===== src/psl_pkg.sv =====
// ----------------------------------------------------------------------------
// psl_pkg - shared types and constants of the punctuation and string lexer
// Holds the scanner modes, token kinds, character codes and the byte decoder.
// ----------------------------------------------------------------------------
package psl_pkg;

	// scanner modes: idle, comment, and one per kind of held token
	typedef enum logic [2:0] {
		MODE_IDLE    = 3'd0,
		MODE_SLASH   = 3'd1,
		MODE_COMMENT = 3'd2,
		MODE_STRING  = 3'd3,
		MODE_BANG    = 3'd4,
		MODE_EQUAL   = 3'd5,
		MODE_LESS    = 3'd6,
		MODE_GREATER = 3'd7
	} lex_mode_t;

	localparam int KIND_W = 5;
	localparam int OUT_W  = 16;

	localparam logic [KIND_W-1:0] KIND_LPAREN       = 5'd0;
	localparam logic [KIND_W-1:0] KIND_RPAREN       = 5'd1;
	localparam logic [KIND_W-1:0] KIND_LBRACE       = 5'd2;
	localparam logic [KIND_W-1:0] KIND_RBRACE       = 5'd3;
	localparam logic [KIND_W-1:0] KIND_SEMICOLON    = 5'd4;
	localparam logic [KIND_W-1:0] KIND_COMMA        = 5'd5;
	localparam logic [KIND_W-1:0] KIND_DOT          = 5'd6;
	localparam logic [KIND_W-1:0] KIND_MINUS        = 5'd7;
	localparam logic [KIND_W-1:0] KIND_PLUS         = 5'd8;
	localparam logic [KIND_W-1:0] KIND_SLASH        = 5'd9;
	localparam logic [KIND_W-1:0] KIND_STAR         = 5'd10;
	localparam logic [KIND_W-1:0] KIND_BANG         = 5'd11;
	localparam logic [KIND_W-1:0] KIND_EQUAL        = 5'd13;
	localparam logic [KIND_W-1:0] KIND_LESS         = 5'd15;
	localparam logic [KIND_W-1:0] KIND_GREATER      = 5'd17;
	localparam logic [KIND_W-1:0] KIND_STRING       = 5'd19;
	localparam logic [KIND_W-1:0] KIND_UNEXPECTED   = 5'd20;
	localparam logic [KIND_W-1:0] KIND_UNTERMINATED = 5'd21;
	localparam logic [KIND_W-1:0] KIND_END          = 5'd22;

	localparam logic [7:0] CH_TAB       = 8'h09;
	localparam logic [7:0] CH_NEWLINE   = 8'h0A;
	localparam logic [7:0] CH_CR        = 8'h0D;
	localparam logic [7:0] CH_SPACE     = 8'h20;
	localparam logic [7:0] CH_BANG      = 8'h21;
	localparam logic [7:0] CH_QUOTE     = 8'h22;
	localparam logic [7:0] CH_LPAREN    = 8'h28;
	localparam logic [7:0] CH_RPAREN    = 8'h29;
	localparam logic [7:0] CH_STAR      = 8'h2A;
	localparam logic [7:0] CH_PLUS      = 8'h2B;
	localparam logic [7:0] CH_COMMA     = 8'h2C;
	localparam logic [7:0] CH_MINUS     = 8'h2D;
	localparam logic [7:0] CH_DOT       = 8'h2E;
	localparam logic [7:0] CH_SLASH     = 8'h2F;
	localparam logic [7:0] CH_SEMICOLON = 8'h3B;
	localparam logic [7:0] CH_LESS      = 8'h3C;
	localparam logic [7:0] CH_EQUAL     = 8'h3D;
	localparam logic [7:0] CH_GREATER   = 8'h3E;
	localparam logic [7:0] CH_LBRACE    = 8'h7B;
	localparam logic [7:0] CH_RBRACE    = 8'h7D;

	// output queue
	localparam int QUEUE_DEPTH = 4;
	localparam int QPTR_W      = 2;
	localparam int QCNT_W      = 3;

	typedef struct packed {
		logic [KIND_W-1:0] kind;
		logic [OUT_W-1:0]  offset;
		logic [OUT_W-1:0]  length;
		logic [OUT_W-1:0]  line;
		logic              last;
	} token_t;

	// what one byte does with no token held
	typedef struct packed {
		logic              emit;
		logic [KIND_W-1:0] kind;
		lex_mode_t         mode;
		logic              bump;
	} byte_dec_t;

	function automatic byte_dec_t decode_byte(input logic [7:0] c);
		byte_dec_t d;
		d.emit = 1'b0;
		d.kind = KIND_UNEXPECTED;
		d.mode = MODE_IDLE;
		d.bump = 1'b0;
		unique case (c)
			CH_SPACE, CH_TAB, CH_CR: d.emit = 1'b0;
			CH_NEWLINE:   d.bump = 1'b1;
			CH_LPAREN:    begin d.emit = 1'b1; d.kind = KIND_LPAREN; end
			CH_RPAREN:    begin d.emit = 1'b1; d.kind = KIND_RPAREN; end
			CH_LBRACE:    begin d.emit = 1'b1; d.kind = KIND_LBRACE; end
			CH_RBRACE:    begin d.emit = 1'b1; d.kind = KIND_RBRACE; end
			CH_SEMICOLON: begin d.emit = 1'b1; d.kind = KIND_SEMICOLON; end
			CH_COMMA:     begin d.emit = 1'b1; d.kind = KIND_COMMA; end
			CH_DOT:       begin d.emit = 1'b1; d.kind = KIND_DOT; end
			CH_MINUS:     begin d.emit = 1'b1; d.kind = KIND_MINUS; end
			CH_PLUS:      begin d.emit = 1'b1; d.kind = KIND_PLUS; end
			CH_STAR:      begin d.emit = 1'b1; d.kind = KIND_STAR; end
			CH_SLASH:     d.mode = MODE_SLASH;
			CH_BANG:      d.mode = MODE_BANG;
			CH_EQUAL:     d.mode = MODE_EQUAL;
			CH_LESS:      d.mode = MODE_LESS;
			CH_GREATER:   d.mode = MODE_GREATER;
			CH_QUOTE:     d.mode = MODE_STRING;
			default:      d.emit = 1'b1;
		endcase
		return d;
	endfunction

	// single-character kind of a held operator; the two-character kind is one more
	function automatic logic [KIND_W-1:0] op_kind(input lex_mode_t m);
		logic [KIND_W-1:0] k;
		unique case (m)
			MODE_BANG:    k = KIND_BANG;
			MODE_EQUAL:   k = KIND_EQUAL;
			MODE_LESS:    k = KIND_LESS;
			MODE_GREATER: k = KIND_GREATER;
			default:      k = KIND_SLASH;
		endcase
		return k;
	endfunction

endpackage


===== src/lox_punctuation_string_lexer.sv =====
// ----------------------------------------------------------------------------
// lox_punctuation_string_lexer - streaming scanner for punctuation and strings
// Turns a byte stream into tokens with kind, start offset, length and line.
// ----------------------------------------------------------------------------
// One source byte enters per input item (s_tuser low); an item with s_tuser
// high ends the source, flushes any held token, emits an end token and puts
// the scanner back to its reset state. Whitespace and // comments produce no
// tokens; one item produces at most two. The scanner decides each byte in
// the cycle it is taken, so one item is accepted per clock as long as the
// four-entry token queue has room for two more tokens; tokens leave at one
// per clock while m_tready is high, so the sustained rate is one item per cycle
// while items average at most one token each.
// Offsets, lengths and line numbers saturate at 65535 on the output.
module lox_punctuation_string_lexer
	import psl_pkg::*;
#(
	parameter int POSITION_WIDTH = 16
) (
	input  logic        clk,
	input  logic        arst_n,
	input  logic        s_tvalid,
	output logic        s_tready,
	input  logic [7:0]  s_tdata,   // [7:0] char_code
	input  logic        s_tuser,   // [0] end_of_source
	output logic        m_tvalid,
	input  logic        m_tready,
	output logic [55:0] m_tdata,   // [4:0] token_kind, [20:5] token_offset,
	                               // [36:21] token_length, [52:37] token_line, zero pad
	output logic        m_tlast    // last_of_run
);

	localparam int PW = POSITION_WIDTH;
	// wide enough for a position plus one and for the 16-bit clamp test
	localparam int CW = (PW + 1 > OUT_W + 1) ? PW + 1 : OUT_W + 1;

	localparam logic [OUT_W-1:0] LINE_MAX = '1;
	localparam logic [PW-1:0]    POS_MAX  = '1;

	// scanner state
	lex_mode_t         mode_q, mode_d;
	logic [PW-1:0]     pend_q, pend_d;
	logic [PW-1:0]     pos_q, pos_d;
	logic [OUT_W-1:0]  line_q, line_d;

	// token queue
	token_t              queue_q [QUEUE_DEPTH];
	logic [QPTR_W-1:0]   wr_ptr_q, rd_ptr_q;
	logic [QCNT_W-1:0]   count_q;

	logic accept, pop;
	logic [7:0] c;
	logic at_end;
	byte_dec_t dec;

	// up to two tokens per item, first the held one, then the one from this byte
	logic              a_vld, b_vld;
	logic [KIND_W-1:0] a_kind, b_kind;
	logic [PW-1:0]     a_off, b_off;
	logic              a_len_one, a_len_run, b_len_one;
	logic              run_dec, bump;

	logic [CW-1:0]     run_len;
	token_t            tok0, tok1;
	logic [1:0]        n_tok;

	function automatic logic [OUT_W-1:0] clamp16(input logic [CW-1:0] v);
		return (|v[CW-1:OUT_W]) ? LINE_MAX : v[OUT_W-1:0];
	endfunction

	assign c      = s_tdata;
	assign at_end = s_tuser;
	assign accept = s_tvalid && s_tready;
	assign dec    = decode_byte(c);
	// from the held token's start through this byte
	assign run_len = CW'(pos_q) - CW'(pend_q) + CW'(1);

	// next mode and token selection
	always_comb begin
		mode_d    = mode_q;
		a_vld     = 1'b0;
		a_kind    = KIND_SLASH;
		a_off     = pend_q;
		a_len_one = 1'b1;
		a_len_run = 1'b0;
		run_dec   = 1'b0;
		bump      = 1'b0;
		b_vld     = 1'b0;
		b_kind    = KIND_END;
		b_off     = pos_q;
		b_len_one = 1'b0;
		if (at_end) begin
			mode_d = MODE_IDLE;
			unique case (mode_q)
				MODE_IDLE, MODE_COMMENT: a_vld = 1'b0;
				MODE_STRING: begin
					a_vld     = 1'b1;
					a_kind    = KIND_UNTERMINATED;
					a_len_one = 1'b0;
				end
				default: begin
					a_vld  = 1'b1;
					a_kind = op_kind(mode_q);
				end
			endcase
			b_vld = 1'b1;
		end else begin
			unique case (mode_q)
				MODE_IDLE: run_dec = 1'b1;
				MODE_SLASH: begin
					if (c == CH_SLASH) begin
						mode_d = MODE_COMMENT;
					end else begin
						a_vld   = 1'b1;
						run_dec = 1'b1;
					end
				end
				MODE_COMMENT: begin
					if (c == CH_NEWLINE) begin
						mode_d = MODE_IDLE;
						bump   = 1'b1;
					end
				end
				MODE_STRING: begin
					if (c == CH_QUOTE) begin
						mode_d    = MODE_IDLE;
						a_vld     = 1'b1;
						a_kind    = KIND_STRING;
						a_len_one = 1'b0;
						a_len_run = 1'b1;
					end else if (c == CH_NEWLINE) begin
						bump = 1'b1;
					end
				end
				default: begin
					a_vld  = 1'b1;
					mode_d = MODE_IDLE;
					if (c == CH_EQUAL) begin
						a_kind    = op_kind(mode_q) + KIND_W'(1);
						a_len_one = 1'b0;
						a_len_run = 1'b1;
					end else begin
						a_kind  = op_kind(mode_q);
						run_dec = 1'b1;
					end
				end
			endcase
			if (run_dec) begin
				mode_d    = dec.mode;
				bump      = dec.bump;
				b_vld     = dec.emit;
				b_kind    = dec.kind;
				b_len_one = (dec.kind != KIND_UNEXPECTED);
			end
		end
	end

	// state update values
	always_comb begin
		pend_d = pend_q;
		pos_d  = pos_q;
		line_d = line_q;
		if (at_end) begin
			pend_d = '0;
			pos_d  = '0;
			line_d = OUT_W'(1);
		end else begin
			if (run_dec && dec.mode != MODE_IDLE) pend_d = pos_q;
			if (pos_q != POS_MAX) pos_d = pos_q + PW'(1);
			if (bump && line_q != LINE_MAX) line_d = line_q + OUT_W'(1);
		end
	end

	// pack the tokens into queue slots, held token first
	always_comb begin
		token_t ta, tb;
		ta.kind   = a_kind;
		ta.offset = clamp16(CW'(a_off));
		ta.length = a_len_run ? clamp16(run_len) : (a_len_one ? OUT_W'(1) : '0);
		ta.line   = line_q;
		ta.last   = !b_vld;
		tb.kind   = b_kind;
		tb.offset = clamp16(CW'(b_off));
		tb.length = b_len_one ? OUT_W'(1) : '0;
		tb.line   = line_q;
		tb.last   = 1'b1;
		tok0  = a_vld ? ta : tb;
		tok1  = tb;
		n_tok = {1'b0, a_vld} + {1'b0, b_vld};
	end

	always_ff @(posedge clk or negedge arst_n) begin
		if (!arst_n) begin
			mode_q <= MODE_IDLE;
			pend_q <= '0;
			pos_q  <= '0;
			line_q <= OUT_W'(1);
		end else if (accept) begin
			mode_q <= mode_d;
			pend_q <= pend_d;
			pos_q  <= pos_d;
			line_q <= line_d;
		end
	end

	// token queue: up to two writes, one read per cycle
	assign pop      = m_tvalid && m_tready;
	assign m_tvalid = (count_q != '0);
	// room for the two tokens one item can produce
	assign s_tready = (count_q <= QCNT_W'(QUEUE_DEPTH - 2));

	always_ff @(posedge clk) begin
		if (accept && n_tok != 2'd0) queue_q[wr_ptr_q] <= tok0;
		if (accept && n_tok == 2'd2) queue_q[wr_ptr_q + QPTR_W'(1)] <= tok1;
	end

	always_ff @(posedge clk or negedge arst_n) begin
		if (!arst_n) begin
			wr_ptr_q <= '0;
			rd_ptr_q <= '0;
			count_q  <= '0;
		end else begin
			if (accept) wr_ptr_q <= wr_ptr_q + QPTR_W'(n_tok);
			if (pop) rd_ptr_q <= rd_ptr_q + QPTR_W'(1);
			count_q <= count_q + (accept ? QCNT_W'(n_tok) : '0) - QCNT_W'(pop);
		end
	end

	always_comb begin
		token_t t;
		t       = queue_q[rd_ptr_q];
		m_tdata = {3'b000, t.line, t.length, t.offset, t.kind};
		m_tlast = t.last;
	end

endmodule


===== config.mk =====
export PLATFORM = sky130hd
export DESIGN_NAME = lox_punctuation_string_lexer
export DESIGN_NICKNAME = d
export VERILOG_FILES = /design/src/psl_pkg.sv /design/src/lox_punctuation_string_lexer.sv
export SDC_FILE = /design/constraint.sdc
export NUM_CORES = 1
export LEC_CHECK = 0
export ABC_AREA = 1
export BUFFER_PORTS_ARGS = -buffer_cell sky130_fd_sc_hd__buf_2
export CORE_MARGIN = 2
export CORE_UTILIZATION = 55
export DETAILED_ROUTE_END_ITERATION = 7
export PLACE_DENSITY = 0.73
export SYNTH_ARGS = -nofsm -noshare
export SYNTH_HDL_FRONTEND = slang
export SYNTH_SLANG_ARGS = --single-unit
export TNS_END_PERCENT = 10

===== constraint.sdc =====
create_clock -name clk -period 9.7 [get_ports clk]
set_input_delay 1.94 -clock clk [delete_from_list [all_inputs] [get_ports clk]]
set_output_delay 1.94 -clock clk [all_outputs]
set_load 0.01 [all_outputs]

# ---- Word-level counts from Yosys, hierarchy flattened
# Memory sizes are Yosys's and may differ from the RTL's.
# Cells that the tools add are included.
dict set report word_totals {
  mem_count 1
  ram_bits 216
  wordCells 139
  output_inout_bits 59
  inputBits 13
  reg_bits 58
}
# memory depth word_bits rd rd_ports_with_merged_regs wr line_no
set memory_table {}
lappend memory_table {queue_q 4 54 1 0 2 lox_punctuation_string_lexer.sv:46} ;# token_t queue_q [QUEUE_DEPTH];
dict set report classes {
  eq_ne 35
  muxes 61
  n_addsub 11
  n_reduce_logical 23
  n_lt_le_gt_ge 1
}
# operator n
set ops {}
lappend ops {{$mux W16} 8}
lappend ops {{$eq A8 B6 Y1 const B} 15}
lappend ops {{$mux W54} 1}
lappend ops {{$pmux W5 S10} 1}
lappend ops {{$mux W5} 8}
lappend ops {{$add A16 B1 Y16 const B} 2}
lappend ops {{$ne A16 B16 Y1 const B} 2}
lappend ops {{$mux W1} 27}
lappend ops {{$eq A8 B4 Y1 const B} 3}
lappend ops {{$pmux W5 S2} 2}
lappend ops {{$pmux W5 S4} 1}
lappend ops {{$pmux W3 S6} 1}
lappend ops {{$add A17 B1 Y17 const B} 1}
lappend ops {{$sub A16 B16 Y17} 1}
lappend ops {{$eq A8 B7 Y1 const B} 2}
lappend ops {{$mux W3} 5}
lappend ops {{$eq A3 B3 Y1 const B} 4}
lappend ops {{$ne A4 B4 Y1 const B} 3}
lappend ops {{$pmux W3 S4} 1}
lappend ops {{$reduce_or A10 Y1} 1}
lappend ops {{$reduce_bool A2 Y1} 4}
lappend ops {{$eq A3 B2 Y1 const B} 2}
lappend ops {{$logic_and A1 B1 Y1} 6}
lappend ops {{$pmux W1 S2} 3}
lappend ops {{other kinds (21)} 27}

# ---- Depth between registers and ports, before layout
dict set report depth {
  ltp_word 11
  mapped_depth 20
  mapped_depth_nobuf 20
}

# ---- Worst setup path after synthesis
# No wires, ideal clock.
dict set report synth_timing {
  path_kind {input to register}
  from {input s_tuser}
  to {memory queue_q[3][10] (netlist name) (enable)}
  path_stages 13
  setup_slack_ns 4.934
  setup_time_ns 0.393
  required_time_ns 9.307
  n_path_buf 4
  t_arrival_ns 4.373
  path_cell_list {buf_2 -> inv_1 -> buf_2 -> buf_2 -> buf_2 -> o21ai_0 -> ha_1 -> nand2_2 -> inv_1 -> nand2_2 -> inv_1 -> nor2_2 -> inv_1}
}
# element line_no
set synth_rtl {}
lappend synth_rtl {{from (decl)} lox_punctuation_string_lexer.sv:24} ;# input logic s_tuser,
lappend synth_rtl {{to (decl)} lox_punctuation_string_lexer.sv:46}

==> flow_summary.json <==
{
  "worst_slew_pin_slew_ns": 1.13,
  "p_int_mw": 2.98,
  "crit_type": "primary input to register",
  "min_path_cells": 2,
  "synth_common_cells": "nand2_1 (378), nor2_1 (247), edfxtp_1 (152), o21ai_0 (141), nand3_1 (130)",
  "powerDensity_nw_per_um2": 337,
  "synth.avg_cell_area_sq_um": 8.32,
  "start_util": 0.558,
  "routed_wl_um": 40500,
  "htreeDepth": 1,
  "setup_viol": 0,
  "dr.pass1.iters": 6,
  "ys_ff_latch": 274,
  "skew_ns": 0.0179,
  "yosys.area.top_type": "edfxtp_1",
  "synth_top_area_frac": 0.316,
  "syn-cell-area_sq_um": 14500,
  "grt_usage": 0.292,
  "port_buffers": 68,
  "slew_headroom": 0.246,
  "drive_gt1_frac": 0.113,
  "holdCritStartpoint": "queue_q[1][20]$_SDFFE_PP0P_",
  "fin_hold_ws_ns": 0.448,
  "antenna_found_initial": 0,
  "grt_overflow": 0,
  "ys_seq_area_frac": 0.505,
  "async_flop_share": 0.212,
  "p_leak_nw": 6.58,
  "setup_tns_ns": 0,
  "vias_per_cell": 5.91,
  "irDropWorstVdd_mv": 0.235,
  "synth_enable_flop_cells": 152,
  "clockRootBuffer": "clkbuf_16",
  "grt_pass1_vias": 11862,
  "cp-start-kind": "primary input",
  "timing.final.hold_violations": 0,
  "multiInputGateArea_sq_um": 6230,
  "syn_inst": 1737,
  "worstReg2RegStart": "mode_q[0]$_DFFE_PN0P_",
  "placed_area_sq_um": 14900,
  "cts_hold_buffers": 0,
  "dp_hpwl_um": 27200,
  "die_w_um": 166,
  "pwr-share-seq": 0.315,
  "timing.fmax_ghz": 0.169,
  "min_period_ns": 5.93,
  "cp.arrival_ns": 6.35,
  "drc": 0,
  "crit_path_end_kind": "register",
  "status": "finished, final reports clean",
  "min_period_over_period": 0.612,
  "drv_slew": 0,
  "cts_sinks": 274,
  "rrSetupSlack_ns": 5.01,
  "cts-resized-gates": 0,
  "synth_ff_type": "edfxtp_1",
  "area_growth_pct": 10.0,
  "worst_ep_required_time_ns": 10.12,
  "ys_warn_count": 0,
  "grt_pass1_wl_um": 64700,
  "regArea_sq_um": 7300,
  "wire_per_inst_um": 19.1,
  "via_count": 12544,
  "clk_pin_slew_ns": 0.06,
  "die_h_um": 166,
  "reg2regPathDepth": 18,
  "post_cts_buffers": 0,
  "cts_buffers": 30,
  "drv_cap": 0,
  "swShare": 0.444,
  "clockBufferDepth": 3,
  "hold_end": "queue_q[1][20]$_SDFFE_PP0P_",
  "yosysMostFrequentCell": "nand2_1",
  "grt_max_degree": 109,
  "synth_cell_types": 49,
  "rsz0062_at_grt": "false",
  "clock_latency_ns": 0.56,
  "holdCritPathClass": "register to register",
  "power_switching_mw": 2.38,
  "n_antenna_cell": 0,
  "reg2reg_to": "queue_q[3][0]$_SDFFE_PP1P_",
  "drtAntennaViolNets": 0,
  "p_comb_frac": 0.468,
  "nets": 1817,
  "rows": 59,
  "cts_tree": "built",
  "cp_max_fo": 39,
  "n_fill_cell": 2281,
  "core-area_sq_um": 25900,
  "drt_iter0_drc": 1484,
  "gp_congestion": 0.913,
  "synth.area.top_cells": "edfxtp_1 (32%), dfrtp_1 (9.9%), nand2_1 (9.8%)",
  "die_area_sq_um": 27600,
  "io_pins": 72,
  "post-route-cell-area_sq_um": 15900,
  "clkPwrFrac": 0.217,
  "final_core_util": 0.614
}
==> power groups by stage <==
stage | registers, mW | logic (mW) | clock network (mW)
floorplan | 1.65 | 1.77 | 0
global placement | 1.70 | 2.45 | 0
detailed placement | 1.70 | 2.48 | 0
CTS | 1.68 | 2.50 | 1.17
global route | 1.71 | 2.77 | 1.22
finish | 1.69 | 2.51 | 1.16
==> per-stage QoR <==
stage | worst slack (ns) | total power, mW | instances
after floorplan | 4.93 | 3.41 | 1739
after global placement | 3.41 | 4.14 | 2065
after detailed placement | 3.25 | 4.18 | 2065
after CTS | 3.81 | 5.35 | 2121
after global routing | 3.47 | 5.70 | 2121
final | 3.77 | 5.36 | 2121
==> how the worst max path moves through the flow <==
stage,slack (ns),endpoint,startpoint
after floorplan,4.93,queue_q[3][10]$_DFFE_PP_,s_tuser
after global placement,3.41,queue_q[3][0]$_SDFFE_PP1P_,s_tdata[7]
after detailed placement,3.25,queue_q[3][0]$_SDFFE_PP1P_,s_tdata[7]
after CTS,3.81,queue_q[3][0]$_SDFFE_PP1P_,s_tdata[7]
after global routing,3.47,queue_q[3][0]$_SDFFE_PP1P_,s_tdata[7]
final,3.77,queue_q[3][0]$_SDFFE_PP1P_,s_tdata[7]
==> worst max-delay path, cell delays in order <==
cell and delay (ns):
buf_2 0.10, inv_1 0.06, nand2_1 0.14, nor2_8 0.18, nand3_2 0.12, nand2_1 0.11
nand4_1 0.09, nand2_1 0.07, buf_4 0.42, inv_2 0.11, ha_1 0.30, nand2_2 0.14
inv_1 0.11, nand2_2 0.31, inv_1 0.22, nor2_2 0.13, buf_4 0.39, clkinv_1 0.71
buf_4 0.50, nor2_1 0.13, a21oi_1 0.04
==> flip-flops by register name (all words and copies together) (netlist names) <==
register,cells
count_q,3
queue_q,216
wr_ptr_q,2
a_off,16
b_off,16
mode_q,3
line_q,16
rd_ptr_q,2
==> cell type report <==
type / instances / share of cell area
clock buffer: 39 / 0.0506
clock inverter: 17 / 0.0128
inverter: 134 / 0.0316
multi-input combinational: 1241 / 0.392
sequential: 274 / 0.459
tap: 335 / 0.0264
timing repair buffer: 81 / 0.0275
==> cells by family after synthesis <==
family	synth area share
buffers and inverters	0.0646
DFF	0.505
adders and majority gates	0.0374
and+or+nand+nor	0.242
other	0.000259
AOI/OAI and AO/OA	0.135
xor gates and xnor gates	0.0164
==> routing by layer <==
layer,share of wire,track usage,up-vias
met5,0,0,-
met4,0.021,0.0726,0
li1,-,-,5951
met2,0.45,0.459,569
met3,0.088,0.0522,64
met1,0.44,0.425,5960
==> layout by cell type (no fill, tap or decap), drive strengths merged, types with 4 or more instances in the layout <==
master and n:
ha 40, clkinv 17, inv 128, nand3 132
xor2 20, dfxtp 64, nand4 7, nor2 257
nor3 22, edfxtp 152, a21oi 32, bufinv 4
buf 81, clkbuf 39, nand2 400, o31ai 5
o21ai 178, dfrtp 57, xnor2 7, o22ai 118
Power figures use the tool's default switching activity.
